**config.mk**
```make
export PLATFORM = sky130hd
export DESIGN_NAME = hamming_encode_and_syndrome_unit
export DESIGN_NICKNAME = d
export VERILOG_FILES = /design/src/sv/heu_pkg.sv /design/src/sv/heu_encoder.sv /design/src/sv/heu_syndrome.sv /design/src/sv/hamming_encode_and_syndrome_unit.sv
export SDC_FILE = /design/constraint.sdc
export NUM_CORES = 1
export LEC_CHECK = 0
export ABC_CLOCK_PERIOD_IN_PS = 7300
export BUFFER_PORTS_ARGS = -buffer_cell sky130_fd_sc_hd__buf_2
export CORE_UTILIZATION = 61
export CTS_CLUSTER_DIAMETER = 80
export CTS_CLUSTER_SIZE = 14
export DETAILED_ROUTE_END_ITERATION = 7
export HOLD_SLACK_MARGIN = 0.06
export PLACE_DENSITY = 0.86
export SETUP_SLACK_MARGIN = 0.5
export SLEW_MARGIN = 0
export SYNTH_ARGS = -nofsm -noshare
export SYNTH_HDL_FRONTEND = slang
export SYNTH_SLANG_ARGS = --single-unit
```
**constraint.sdc**
```tcl
create_clock -name clock -period 7.3 [get_ports clock]
set_clock_uncertainty 0.05 [all_clocks]
set_input_delay 0.365 -clock clock [delete_from_list [all_inputs] [get_ports clock]]
set_output_delay 0.365 -clock clock [all_outputs]
set_load 0.05 [all_outputs]
```
**src/sv/heu_pkg.sv**
```systemverilog
// ----------------------------------------------------------------------------
// Hamming encode and syndrome package
// Shared widths, codes, types and constant wiring functions for the
// even-parity Hamming encoder and syndrome checker.
// ----------------------------------------------------------------------------
package heu_pkg;

   // Field widths, fixed by the stream formats
   localparam int MSG_BITS  = 32;
   localparam int WORD_BITS = 38;
   localparam int LEN_BITS  = 6;
   localparam int PAR_BITS  = 3;
   localparam int SYN_BITS  = 6;

   // Packed stream widths, padded up to whole bytes
   localparam int REQ_FIELD_BITS = MSG_BITS + LEN_BITS + WORD_BITS + LEN_BITS;
   localparam int REQ_TDATA_BITS = ((REQ_FIELD_BITS + 7) / 8) * 8;
   localparam int RSP_FIELD_BITS = WORD_BITS + LEN_BITS + PAR_BITS + SYN_BITS;
   localparam int RSP_TDATA_BITS = ((RSP_FIELD_BITS + 7) / 8) * 8;
   localparam int RSP_PAD_BITS   = RSP_TDATA_BITS - RSP_FIELD_BITS;

   // Saturation limits for the two length fields
   localparam logic [LEN_BITS-1:0] MAX_MSG_LEN  = LEN_BITS'(32);
   localparam logic [LEN_BITS-1:0] MAX_WORD_LEN = LEN_BITS'(WORD_BITS);

   // Action codes carried on tuser
   localparam logic ACT_ENCODE = 1'b0;
   localparam logic ACT_CHECK  = 1'b1;

   typedef logic [MSG_BITS-1:0]  msg_type;
   typedef logic [WORD_BITS-1:0] word_type;
   typedef logic [LEN_BITS-1:0]  len_type;
   typedef logic [PAR_BITS-1:0]  pc_type;
   typedef logic [SYN_BITS-1:0]  syn_type;

   // Least r of at least 1 with 2^r >= m + r + 1.
   function automatic pc_type parity_count(len_type m);
      pc_type pc;
      pc = pc_type'(SYN_BITS);
      for (int r = SYN_BITS; r >= 1; r--) begin
         if ((1 << r) >= (int'(m) + r + 1)) begin
            pc = pc_type'(r);
         end
      end
      return pc;
   endfunction

   // Positions whose index (from 1) has bit i set.
   function automatic word_type cover_mask(int i);
      word_type mask;
      mask = '0;
      for (int k = 1; k <= WORD_BITS; k++) begin
         mask[k-1] = ((k >> i) & 1) == 1;
      end
      return mask;
   endfunction

   // Message bits in order into the positions that are not powers of two.
   function automatic word_type spread_data(msg_type d);
      word_type w;
      int       dpos;
      w    = '0;
      dpos = 0;
      for (int k = 1; k <= WORD_BITS; k++) begin
         if ((k & (k - 1)) != 0) begin
            if (dpos < MSG_BITS) begin
               w[k-1] = d[dpos];
            end
            dpos++;
         end
      end
      return w;
   endfunction

endpackage

```
**src/sv/heu_encoder.sv**
```systemverilog
// ----------------------------------------------------------------------------
// Hamming encoder
// Places the valid message bits into the data positions and fills in the
// even-parity bits at the power-of-two positions.
// ----------------------------------------------------------------------------
module heu_encoder (
   input  heu_pkg::msg_type  msg,
   input  heu_pkg::len_type  msg_len,
   input  heu_pkg::pc_type   pc,
   output heu_pkg::word_type codeword,
   output heu_pkg::len_type  cw_len
);
   import heu_pkg::*;

   msg_type  keep;
   word_type data_w;

   always_comb begin
      for (int j = 0; j < MSG_BITS; j++) begin
         keep[j] = LEN_BITS'(j) < msg_len;
      end
   end

   assign data_w = spread_data(msg & keep);

   // Parity positions hold zero in data_w, and parity bits at or above the
   // parity count come out zero as no data position reaches them.
   always_comb begin
      codeword = data_w;
      for (int i = 0; i < SYN_BITS; i++) begin
         codeword[(1 << i) - 1] = ^(data_w & cover_mask(i));
      end
   end

   assign cw_len = msg_len + len_type'(pc);

endmodule

```
**src/sv/heu_syndrome.sv**
```systemverilog
// ----------------------------------------------------------------------------
// Hamming syndrome checker
// Computes the even-parity syndrome over the valid received positions.
// ----------------------------------------------------------------------------
module heu_syndrome (
   input  heu_pkg::word_type rx_word,
   input  heu_pkg::len_type  rx_len,
   input  heu_pkg::pc_type   pc,
   output heu_pkg::syn_type  syndrome
);
   import heu_pkg::*;

   word_type valid_pos;

   always_comb begin
      for (int k = 0; k < WORD_BITS; k++) begin
         valid_pos[k] = LEN_BITS'(k) < rx_len;
      end
   end

   always_comb begin
      for (int i = 0; i < SYN_BITS; i++) begin
         syndrome[i] = (PAR_BITS'(i) < pc) & (^(rx_word & valid_pos & cover_mask(i)));
      end
   end

endmodule

```
**src/sv/hamming_encode_and_syndrome_unit.sv**
```systemverilog
// ----------------------------------------------------------------------------
// Hamming encode and syndrome unit
// Even-parity Hamming encoder and syndrome checker, one transaction per cycle while the receiver keeps up.
// ----------------------------------------------------------------------------
// Usage:
//   Each request transaction carries an action on req_tuser (encode or check)
//   and both the message and the received word on req_tdata. Encode returns
//   the codeword, its length and the parity count; check returns the parity
//   count and the syndrome, with the encode-only fields zero.
//   The datapath is an input register, one pass of short parity logic and a
//   result register. A request accepted into the input register passes the
//   parity logic into the result register, which drives rsp_tvalid.
//   Throughput is one transaction per cycle, limited only by the handshake.
//   When the receiver stalls, the result register holds its response and the
//   input register still takes one more request; once both are full,
//   req_tready falls until rsp_tready frees the output stage.
//   Reset is synchronous and active high; it empties both stages, so no
//   response is presented and req_tready is high in the cycle after reset.
//   The unit holds no state between transactions.
// ----------------------------------------------------------------------------
module hamming_encode_and_syndrome_unit (
   input  logic                               clock,
   input  logic                               reset,
   input  logic                               req_tvalid,
   output logic                               req_tready,
   // [31:0] message_bits, [37:32] message_length, [75:38] received_word,
   // [81:76] received_length, upper bits zero
   input  logic [heu_pkg::REQ_TDATA_BITS-1:0] req_tdata,
   // [0] action
   input  logic                               req_tuser,
   output logic                               rsp_tvalid,
   input  logic                               rsp_tready,
   // [37:0] codeword, [43:38] codeword_length, [46:44] parity_count,
   // [52:47] syndrome, upper bits zero
   output logic [heu_pkg::RSP_TDATA_BITS-1:0] rsp_tdata
);
   import heu_pkg::*;

   // Input stage
   logic     in_valid_ff, in_valid_in;
   logic     in_action_ff;
   msg_type  in_msg_ff;
   len_type  in_msg_len_ff;
   word_type in_rx_ff;
   len_type  in_rx_len_ff;

   // Output stage
   logic                      out_valid_ff, out_valid_in;
   logic [RSP_TDATA_BITS-1:0] out_data_ff, out_data_in;

   logic     req_take;
   logic     out_load;
   len_type  msg_len_sat;
   len_type  rx_len_sat;
   pc_type   pc;
   word_type enc_word;
   len_type  enc_len;
   syn_type  syn;
   word_type res_word;
   len_type  res_len;
   syn_type  res_syn;

   // The output stage loads whenever the input stage holds a request and the output
   // is empty or its response is being taken; the input stage then frees up in the same cycle.
   assign out_load   = in_valid_ff && (!out_valid_ff || rsp_tready);
   assign req_tready = !in_valid_ff || out_load;
   assign req_take   = req_tvalid && req_tready;

   always_comb begin
      in_valid_in = in_valid_ff;
      if (req_take) begin
         in_valid_in = 1'b1;
      end else if (out_load) begin
         in_valid_in = 1'b0;
      end
   end

   always_comb begin
      out_valid_in = out_valid_ff;
      if (out_load) begin
         out_valid_in = 1'b1;
      end else if (rsp_tready) begin
         out_valid_in = 1'b0;
      end
   end

   always_ff @(posedge clock) begin
      if (reset) begin
         in_valid_ff  <= 1'b0;
         out_valid_ff <= 1'b0;
      end else begin
         in_valid_ff  <= in_valid_in;
         out_valid_ff <= out_valid_in;
      end
   end

   always_ff @(posedge clock) begin
      if (req_take) begin
         in_action_ff  <= req_tuser;
         in_msg_ff     <= req_tdata[MSG_BITS-1:0];
         in_msg_len_ff <= req_tdata[MSG_BITS +: LEN_BITS];
         in_rx_ff      <= req_tdata[MSG_BITS+LEN_BITS +: WORD_BITS];
         in_rx_len_ff  <= req_tdata[MSG_BITS+LEN_BITS+WORD_BITS +: LEN_BITS];
      end
   end

   // Over-long lengths are clamped before anything else sees them.
   assign msg_len_sat = (in_msg_len_ff > MAX_MSG_LEN) ? MAX_MSG_LEN : in_msg_len_ff;
   assign rx_len_sat  = (in_rx_len_ff > MAX_WORD_LEN) ? MAX_WORD_LEN : in_rx_len_ff;

   // The parity count always follows the message length, in both actions.
   assign pc = parity_count(msg_len_sat);

   heu_encoder u_encoder (
      .msg      (in_msg_ff),
      .msg_len  (msg_len_sat),
      .pc       (pc),
      .codeword (enc_word),
      .cw_len   (enc_len)
   );

   heu_syndrome u_syndrome (
      .rx_word  (in_rx_ff),
      .rx_len   (rx_len_sat),
      .pc       (pc),
      .syndrome (syn)
   );

   // Fields that belong to the other action are reported as zero.
   always_comb begin
      unique case (in_action_ff)
         ACT_ENCODE: begin
            res_word = enc_word;
            res_len  = enc_len;
            res_syn  = '0;
         end
         ACT_CHECK: begin
            res_word = '0;
            res_len  = '0;
            res_syn  = syn;
         end
         default: begin
            res_word = '0;
            res_len  = '0;
            res_syn  = '0;
         end
      endcase
   end

   assign out_data_in = {{RSP_PAD_BITS{1'b0}}, res_syn, pc, res_len, res_word};

   always_ff @(posedge clock) begin
      if (out_load) begin
         out_data_ff <= out_data_in;
      end
   end

   assign rsp_tvalid = out_valid_ff;
   assign rsp_tdata  = out_data_ff;

endmodule

```
==> results of run 1 <==
==> through the flow <==
| stage | cell area (um2) | setup slack, ns | hold slack, ns | power, W | util (%) |
|---|---|---|---|---|---|
| 4_1_cts | 9911 | 2.791 | 0.06021 | 0.002354 | 77.28 |
| 2_1_floorplan | 8135 | 3.169 | 0.3874 | 0.001377 | - |
| 3_3_place_gp | 8862 | 2.995 | 0.4522 | 0.001475 | 69.10 |
| 5_1_grt | 9971 | 2.408 | 0.06006 | 0.002438 | 77.75 |
| 6_report | 9971 | 2.646 | 0.06247 | 0.002365 | 77.75 |
| 3_5_place_dp | 8862 | 2.826 | 0.4739 | 0.001492 | 69.10 |
==> final timing paths <==
path                         start       endpoint  slack [ns]  cells after the start
hold / removal       req_tdata[13]  in_msg_ff[13]        0.06                      1
hold reg to reg        in_valid_ff     rsp_tvalid        0.48                      2
setup / recovery  in_msg_len_ff[1]  rsp_tdata[41]        2.65                     14
setup reg to reg  in_msg_len_ff[1]  rsp_tdata[41]        2.65                     14
==> logic make-up after synthesis <==
group / Yosys count / synth area share (%)
and+or+nand+nor: 206 / 14.26
xor gates and xnor gates: 88 / 12.02
AOI/OAI and AO/OA: 163 / 13.58
muxes: 16 / 1.986
other: 1 / 0.04614
buffers and inverters: 71 / 4.218
adders and majority gates: 21 / 3.156
DFF: 138 / 50.74
==> power breakdown <==
part | internal [W] | total (W) | switching, W
Clock | 0.000505 | 0.000849 | 0.000345
Sequential | 0.000937 | 0.000987 | 0.0000496
Combinational | 0.000236 | 0.000529 | 0.000292
==> layout by cell type (no fill, tap or decap), drive strengths merged, types with 15 or more instances in the layout <==
| cell type | synthesis | layout |
|---|---|---|
| xnor3 | 15 | 15 |
| inv | 27 | 30 |
| nor2b | 19 | 19 |
| mux2i | 15 | 15 |
| xnor2 | 44 | 44 |
| a21oi | 39 | 39 |
| dlygate4sd3 | 0 | 53 |
| xor2 | 29 | 29 |
| buf | 24 | 146 |
| nand2 | 34 | 34 |
| nor3 | 22 | 22 |
| edfxtp | 136 | 136 |
| clkbuf | 20 | 19 |
| o21ai | 49 | 49 |
| nor2 | 57 | 57 |
==> layout make-up <==
class / count / area, um2 / share of cell area [%]
sequential: 138 / 4124 / 41.36
tap: 172 / 215.2 / 2.158
clock buffer: 19 / 432.9 / 4.342
inverter: 27 / 101.3 / 1.016
timing repair buffer: 199 / 1274 / 12.77
clock inverter: 13 / 145.1 / 1.456
multi-input combinational: 497 / 3679 / 36.89
==> sequential cells by signal (all words and copies together), names as in the netlist <==
register / cells
rsp_tdata: 53
in_rx_ff: 38
in_msg_ff: 32
in_msg_len_ff: 6
in_rx_len_ff: 6
in_action_ff: 1
in_valid_ff: 1
rsp_tvalid: 1
==> layer usage <==
metal	track usage [%]	vias up	wire [um]
li1	-	2950	-
met1	41.32	3095	8585
met2	47.97	414	9802
met3	7.198	60	1989
met4	11.93	0	554
met5	0	-	0
==> repair_timing <==
| action | CTS | global route |
|---|---|---|
| endpoints found under the setup margin | 0 | 0 |
| hold buffers | 47 | 6 |
| hold endpoints to repair | 48 | 6 |
==> impl_metrics.json, run 1 <==
{
  "fmax_mhz": 214.9,
  "place.gp.congestion": 0.8522,
  "numCtsBuffers": 17,
  "grt_pass1_wl_um": 32440,
  "ant_nets": 0,
  "status": "complete, but fails checks",
  "post_drt_wl_per_cell_um": 19.65,
  "layout-drive-gt1-share_pct": 23.29,
  "die_y_um": 117.4,
  "clock-sinks": 138,
  "grt_pass1_vias": 6157,
  "clk_latency_ns": 0.43,
  "io_pins": 151,
  "drc": 1,
  "yosysMostFrequentCell": "edfxtp_1",
  "grtUsageTotal_pct": 30.61,
  "slew_headroom_pct": 25.50,
  "crit_buf_inv": 2,
  "synth_top_area_cell": "edfxtp_1",
  "htree_levels": 4,
  "grt_antenna_before_repair": 0,
  "postCtsSetupBuffers": 0,
  "syn2layout_area_growth_pct": 22.68,
  "critPathMaxFanout": 21,
  "drt-total-wl_um": 20930,
  "port_buffers": 141,
  "violations": "design-rule violations",
  "p_leak_nw": 3.907,
  "avgSynthCellArea_um2": 11.55,
  "antenna_cells": 0,
  "worst_pin_slew_ns": 1.117,
  "startpoint_type": "flip-flop",
  "core_um2": 12820,
  "synthTopCellsByArea": "edfxtp_1 50%, xnor2_1 4.7%, xnor3_1 4.2%, xor2_1 3.1%, o21ai_0 2.8%",
  "ys_seq_area_share_pct": 50.74,
  "ys.flop_type": "edfxtp_1",
  "path_clk_slew_ns": 0.06,
  "cp_top_family": "simple AND/OR/NAND/NOR gates",
  "overflow": 0,
  "end_kind": "flip-flop",
  "path_cells": "nor2b_2 > inv_1 > ha_1 > a21oi_1 > mux2i_1 > and4_1 > or2_2 > o21ai_0 > inv_1 > ha_1 > a21o_1 > a21oi_1 > xnor2_1 > nor2_1",
  "hpwlAfterDp_um": 13140,
  "slew_violations": 0,
  "period_needed_ns": 4.654,
  "vias": 6519,
  "rsz0062_at_grt": "false",
  "synth_edf_count": 136,
  "worstPathArrival_ns": 4.76,
  "via_per_inst": 6.121,
  "worstSetupPathType": "reg2reg",
  "ys_seq_elements": 138,
  "layoutNonFillerInstCount": 1065,
  "synth_top_area_share_pct": 50.25,
  "die_w_um": 117.4,
  "slowest_stage": "edfxtp_1",
  "synth_cells": 704,
  "cts.path.max_buffers": 2,
  "die_area_um2": 13790,
  "fin_crit_sh_pct": 63.75,
  "initial_core_util_pct": 63.38,
  "cts.repair.resized": 0,
  "synth_commonest_cells": "136 x edfxtp_1, 57 x nor2_1, 45 x o21ai_0, 44 x xnor2_1, 37 x a21oi_1",
  "power_density_nw_per_um2": 237.2,
  "cts_tree": "done",
  "drt_iter0_drc": 887,
  "hold_viol_final": 0,
  "ir_drop_uv": 176.3,
  "nets": 988,
  "grt_max_degree": 84,
  "worstPathRequired_ns": 7.41,
  "synth-async-reset-ratio_pct": 0,
  "cpPeakStageDelay_ns": 0.88,
  "cts-root-buf": "clkbuf_16",
  "rows": 41,
  "dp_cells": 980,
  "min_path_type": "in2reg",
  "fill_cells": 815,
  "cap_violations": 0,
  "syn-cell-area_um2": 8128,
  "final-setup-viol-count": 0,
  "drt_pass1_iterations": 8,
  "yosysWarnings": 0,
  "tns_ns": 0,
  "synthDistinctLibCells": 81
}
Note: power is estimated with default switching activity, not from simulation.
==> run 2: changes to the inputs <==
ABC_CLOCK_PERIOD_IN_PS = 4200   (was 7300)
CORE_UTILIZATION = 51   (was 61)
PLACE_DENSITY = 0.77   (was 0.86)
clock period = 4.2 ns   (was 7.3 ns; I/O delays follow)
==> run 2 against run 1 <==
  * The flow now finishes without violations
  * Core utilization down 9.6 points
  * Routed wire length shrank 1.6%
  * Global-route usage decreased by 4.7 points
  * Non-clock buffer count increased by 48
  * Via count shrank 2.1%
  * Worst hold slack improved by 0.045 ns
  * Largest cell class unchanged
==> impl_metrics.json, run 2 (synthesis results as in run 1) <==
{
  "status": "finished clean",
  "ant_nets": 0,
  "slew_headroom_pct": 24.77,
  "drc": 0,
  "cts-root-buf": "clkbuf_16",
  "dpl_cell_area_um2": 9031,
  "io_pins": 151,
  "die_y_um": 128.2,
  "r2r_slack_ns": 0.74,
  "layout-drive-gt1-share_pct": 24.44,
  "rsz0062_at_grt": "true",
  "crit_buf_inv": 3,
  "mostFrequentLayoutCell": "buf_2",
  "cts_tree": "done",
  "stdcell_area_um2": 10470,
  "antenna_cells": 0,
  "largest_reg_flops": 53,
  "sequentialPowerShare_pct": 42.0,
  "cp_top_family": "XOR/XNOR gates",
  "drt_pass1_iterations": 5,
  "path_cells": "buf_4 > nor2b_4 > inv_1 > ha_1 > buf_4 > nor4bb_1 > or3_1 > a21oi_1 > xnor2_1 > xnor3_1 > xnor3_1 > nor2_1",
  "die_w_um": 128.2,
  "worstPathRequired_ns": 4.33,
  "end_kind": "flip-flop",
  "clock-sinks": 138,
  "core_um2": 15370,
  "final_cell_mix": "141 x buf_2, 136 x edfxtp_1, 85 x dlygate4sd3_1, 57 x nor2_1, 44 x xnor2_1",
  "min_path_type": "in2reg",
  "drt_iter0_drc": 655,
  "port_buffers": 141,
  "slew_violations": 0,
  "tns_ns": 0,
  "nets": 1036,
  "cap_violations": 0,
  "htree_levels": 4,
  "r2r_start": "in_msg_len_ff[5]",
  "pwr-share-comb_pct": 23.3,
  "die_area_um2": 16450,
  "worstPathArrival_ns": 3.59,
  "fmax_mhz": 289.4,
  "clk_latency_ns": 0.43,
  "overflow": 0,
  "drt-total-wl_um": 20600,
  "grt_max_degree": 84,
  "place.gp.congestion": 0.8729,
  "grtUsageTotal_pct": 25.92,
  "cpPeakStageDelay_ns": 0.54,
  "r2r-end": "rsp_tdata[7]",
  "via_per_inst": 5.538,
  "p_int_w": 0.002887,
  "p_sw_share_pct": 29.07,
  "critPathLaunch": "in_msg_len_ff[5]",
  "numCtsBuffers": 17,
  "post_drt_wl_per_cell_um": 17.88,
  "cp_num_cells": 12,
  "vias": 6380,
  "hold_viol_final": 0,
  "final_util_pct": 68.12,
  "setup_slack_ns": 0.7442,
  "syn2layout_area_growth_pct": 28.82,
  "dp_slack_ns": 0.5408,
  "worstSetupPathType": "reg2reg",
  "slowest_stage": "xnor3_1",
  "grt_pass1_vias": 6235,
  "period_needed_ns": 3.456,
  "rows": 45,
  "ir_drop_uv": 273.3,
  "p_leak_nw": 4.120,
  "pwr-share-clk_pct": 34.7,
  "critPathMaxFanout": 10,
  "critPathCapture": "rsp_tdata[7]",
  "fin_crit_sh_pct": 82.28,
  "worst_pin_slew_ns": 1.129,
  "grt_pass1_wl_um": 32100,
  "final-setup-viol-count": 0,
  "cts.path.max_buffers": 2,
  "grt_antenna_before_repair": 0,
  "path_clk_slew_ns": 0.06,
  "switchingPower_w": 0.001184,
  "ff2ff_path_depth": 12,
  "hpwlAfterDp_um": 13130,
  "initial_core_util_pct": 52.88,
  "startpoint_type": "flip-flop",
  "power_density_nw_per_um2": 388.8
}
[run 2: how the worst min path moves through the flow]
stage                  start           end  cells past startpoint
2_1_floorplan          reset   in_valid_ff                      1
5_1_grt           rsp_tready    rsp_tvalid                      4
3_5_place_dp       req_tuser  in_action_ff                      1
3_3_place_gp   req_tdata[47]   in_rx_ff[9]                      1
6_report          rsp_tready    rsp_tvalid                      4
4_1_cts           rsp_tready    rsp_tvalid                      4
[run 2: layer usage]
metal | part of all wire (%) | track usage, % | up-vias
met5 | 0 | 0 | -
met4 | 1.8 | 9.273 | 0
li1 | - | - | 3050
met2 | 46 | 39.65 | 273
met3 | 8.2 | 6.511 | 29
met1 | 44 | 35.80 | 3028
[run 2: timing repair]
action	in CTS	in global routing
setup buffers	0	1
setup endpoints to repair	0	6
resized for setup	0	7
endpoints found under the hold margin	85	0
hold buffers	85	0
[run 2: layout make-up]
type / instances / area (um2)
Fill cell: 1164 / 4901
Inverter: 27 / 101.3
Clock inverter: 13 / 120.1
Multi-Input combinational cell: 497 / 3714
Clock buffer: 19 / 432.9
Sequential cell: 138 / 4124
Tap cell: 211 / 264.0
Timing Repair Buffer: 247 / 1714
[run 2: per-stage QoR]
step / cells / hold slack, ns / total power [W]
3_5_place_dp: 1034 / 0.3381 / 0.002601
4_1_cts: 1151 / 0.07300 / 0.004073
6_report: 1152 / 0.1072 / 0.004071
5_1_grt: 1152 / 0.1158 / 0.004229
2_1_floorplan: 706 / 0.2324 / 0.002394
3_3_place_gp: 1034 / 0.3364 / 0.002587
[run 2: power groups by stage]
stage	sequential, W	combinational (W)	clock, W
3_5_place_dp	0.00173	0.000868	0
4_1_cts	0.00171	0.000933	0.00143
2_1_floorplan	0.00183	0.000566	0
6_report	0.00171	0.000949	0.00141
5_1_grt	0.00172	0.00102	0.00150
3_3_place_gp	0.00173	0.000854	0
[run 2: worst register-to-register path: cells and delay by family, from the launching register on]
family | cells | cell delay [ns]
XOR/XNOR | 3 | 1.08
AND/OR/NAND/NOR | 4 | 0.73
buffers and inverters | 3 | 0.48
flip-flops | 1 | 0.41
AO/OA/AOI/OAI | 1 | 0.24
adder cells (fa/ha/maj) | 1 | 0.21
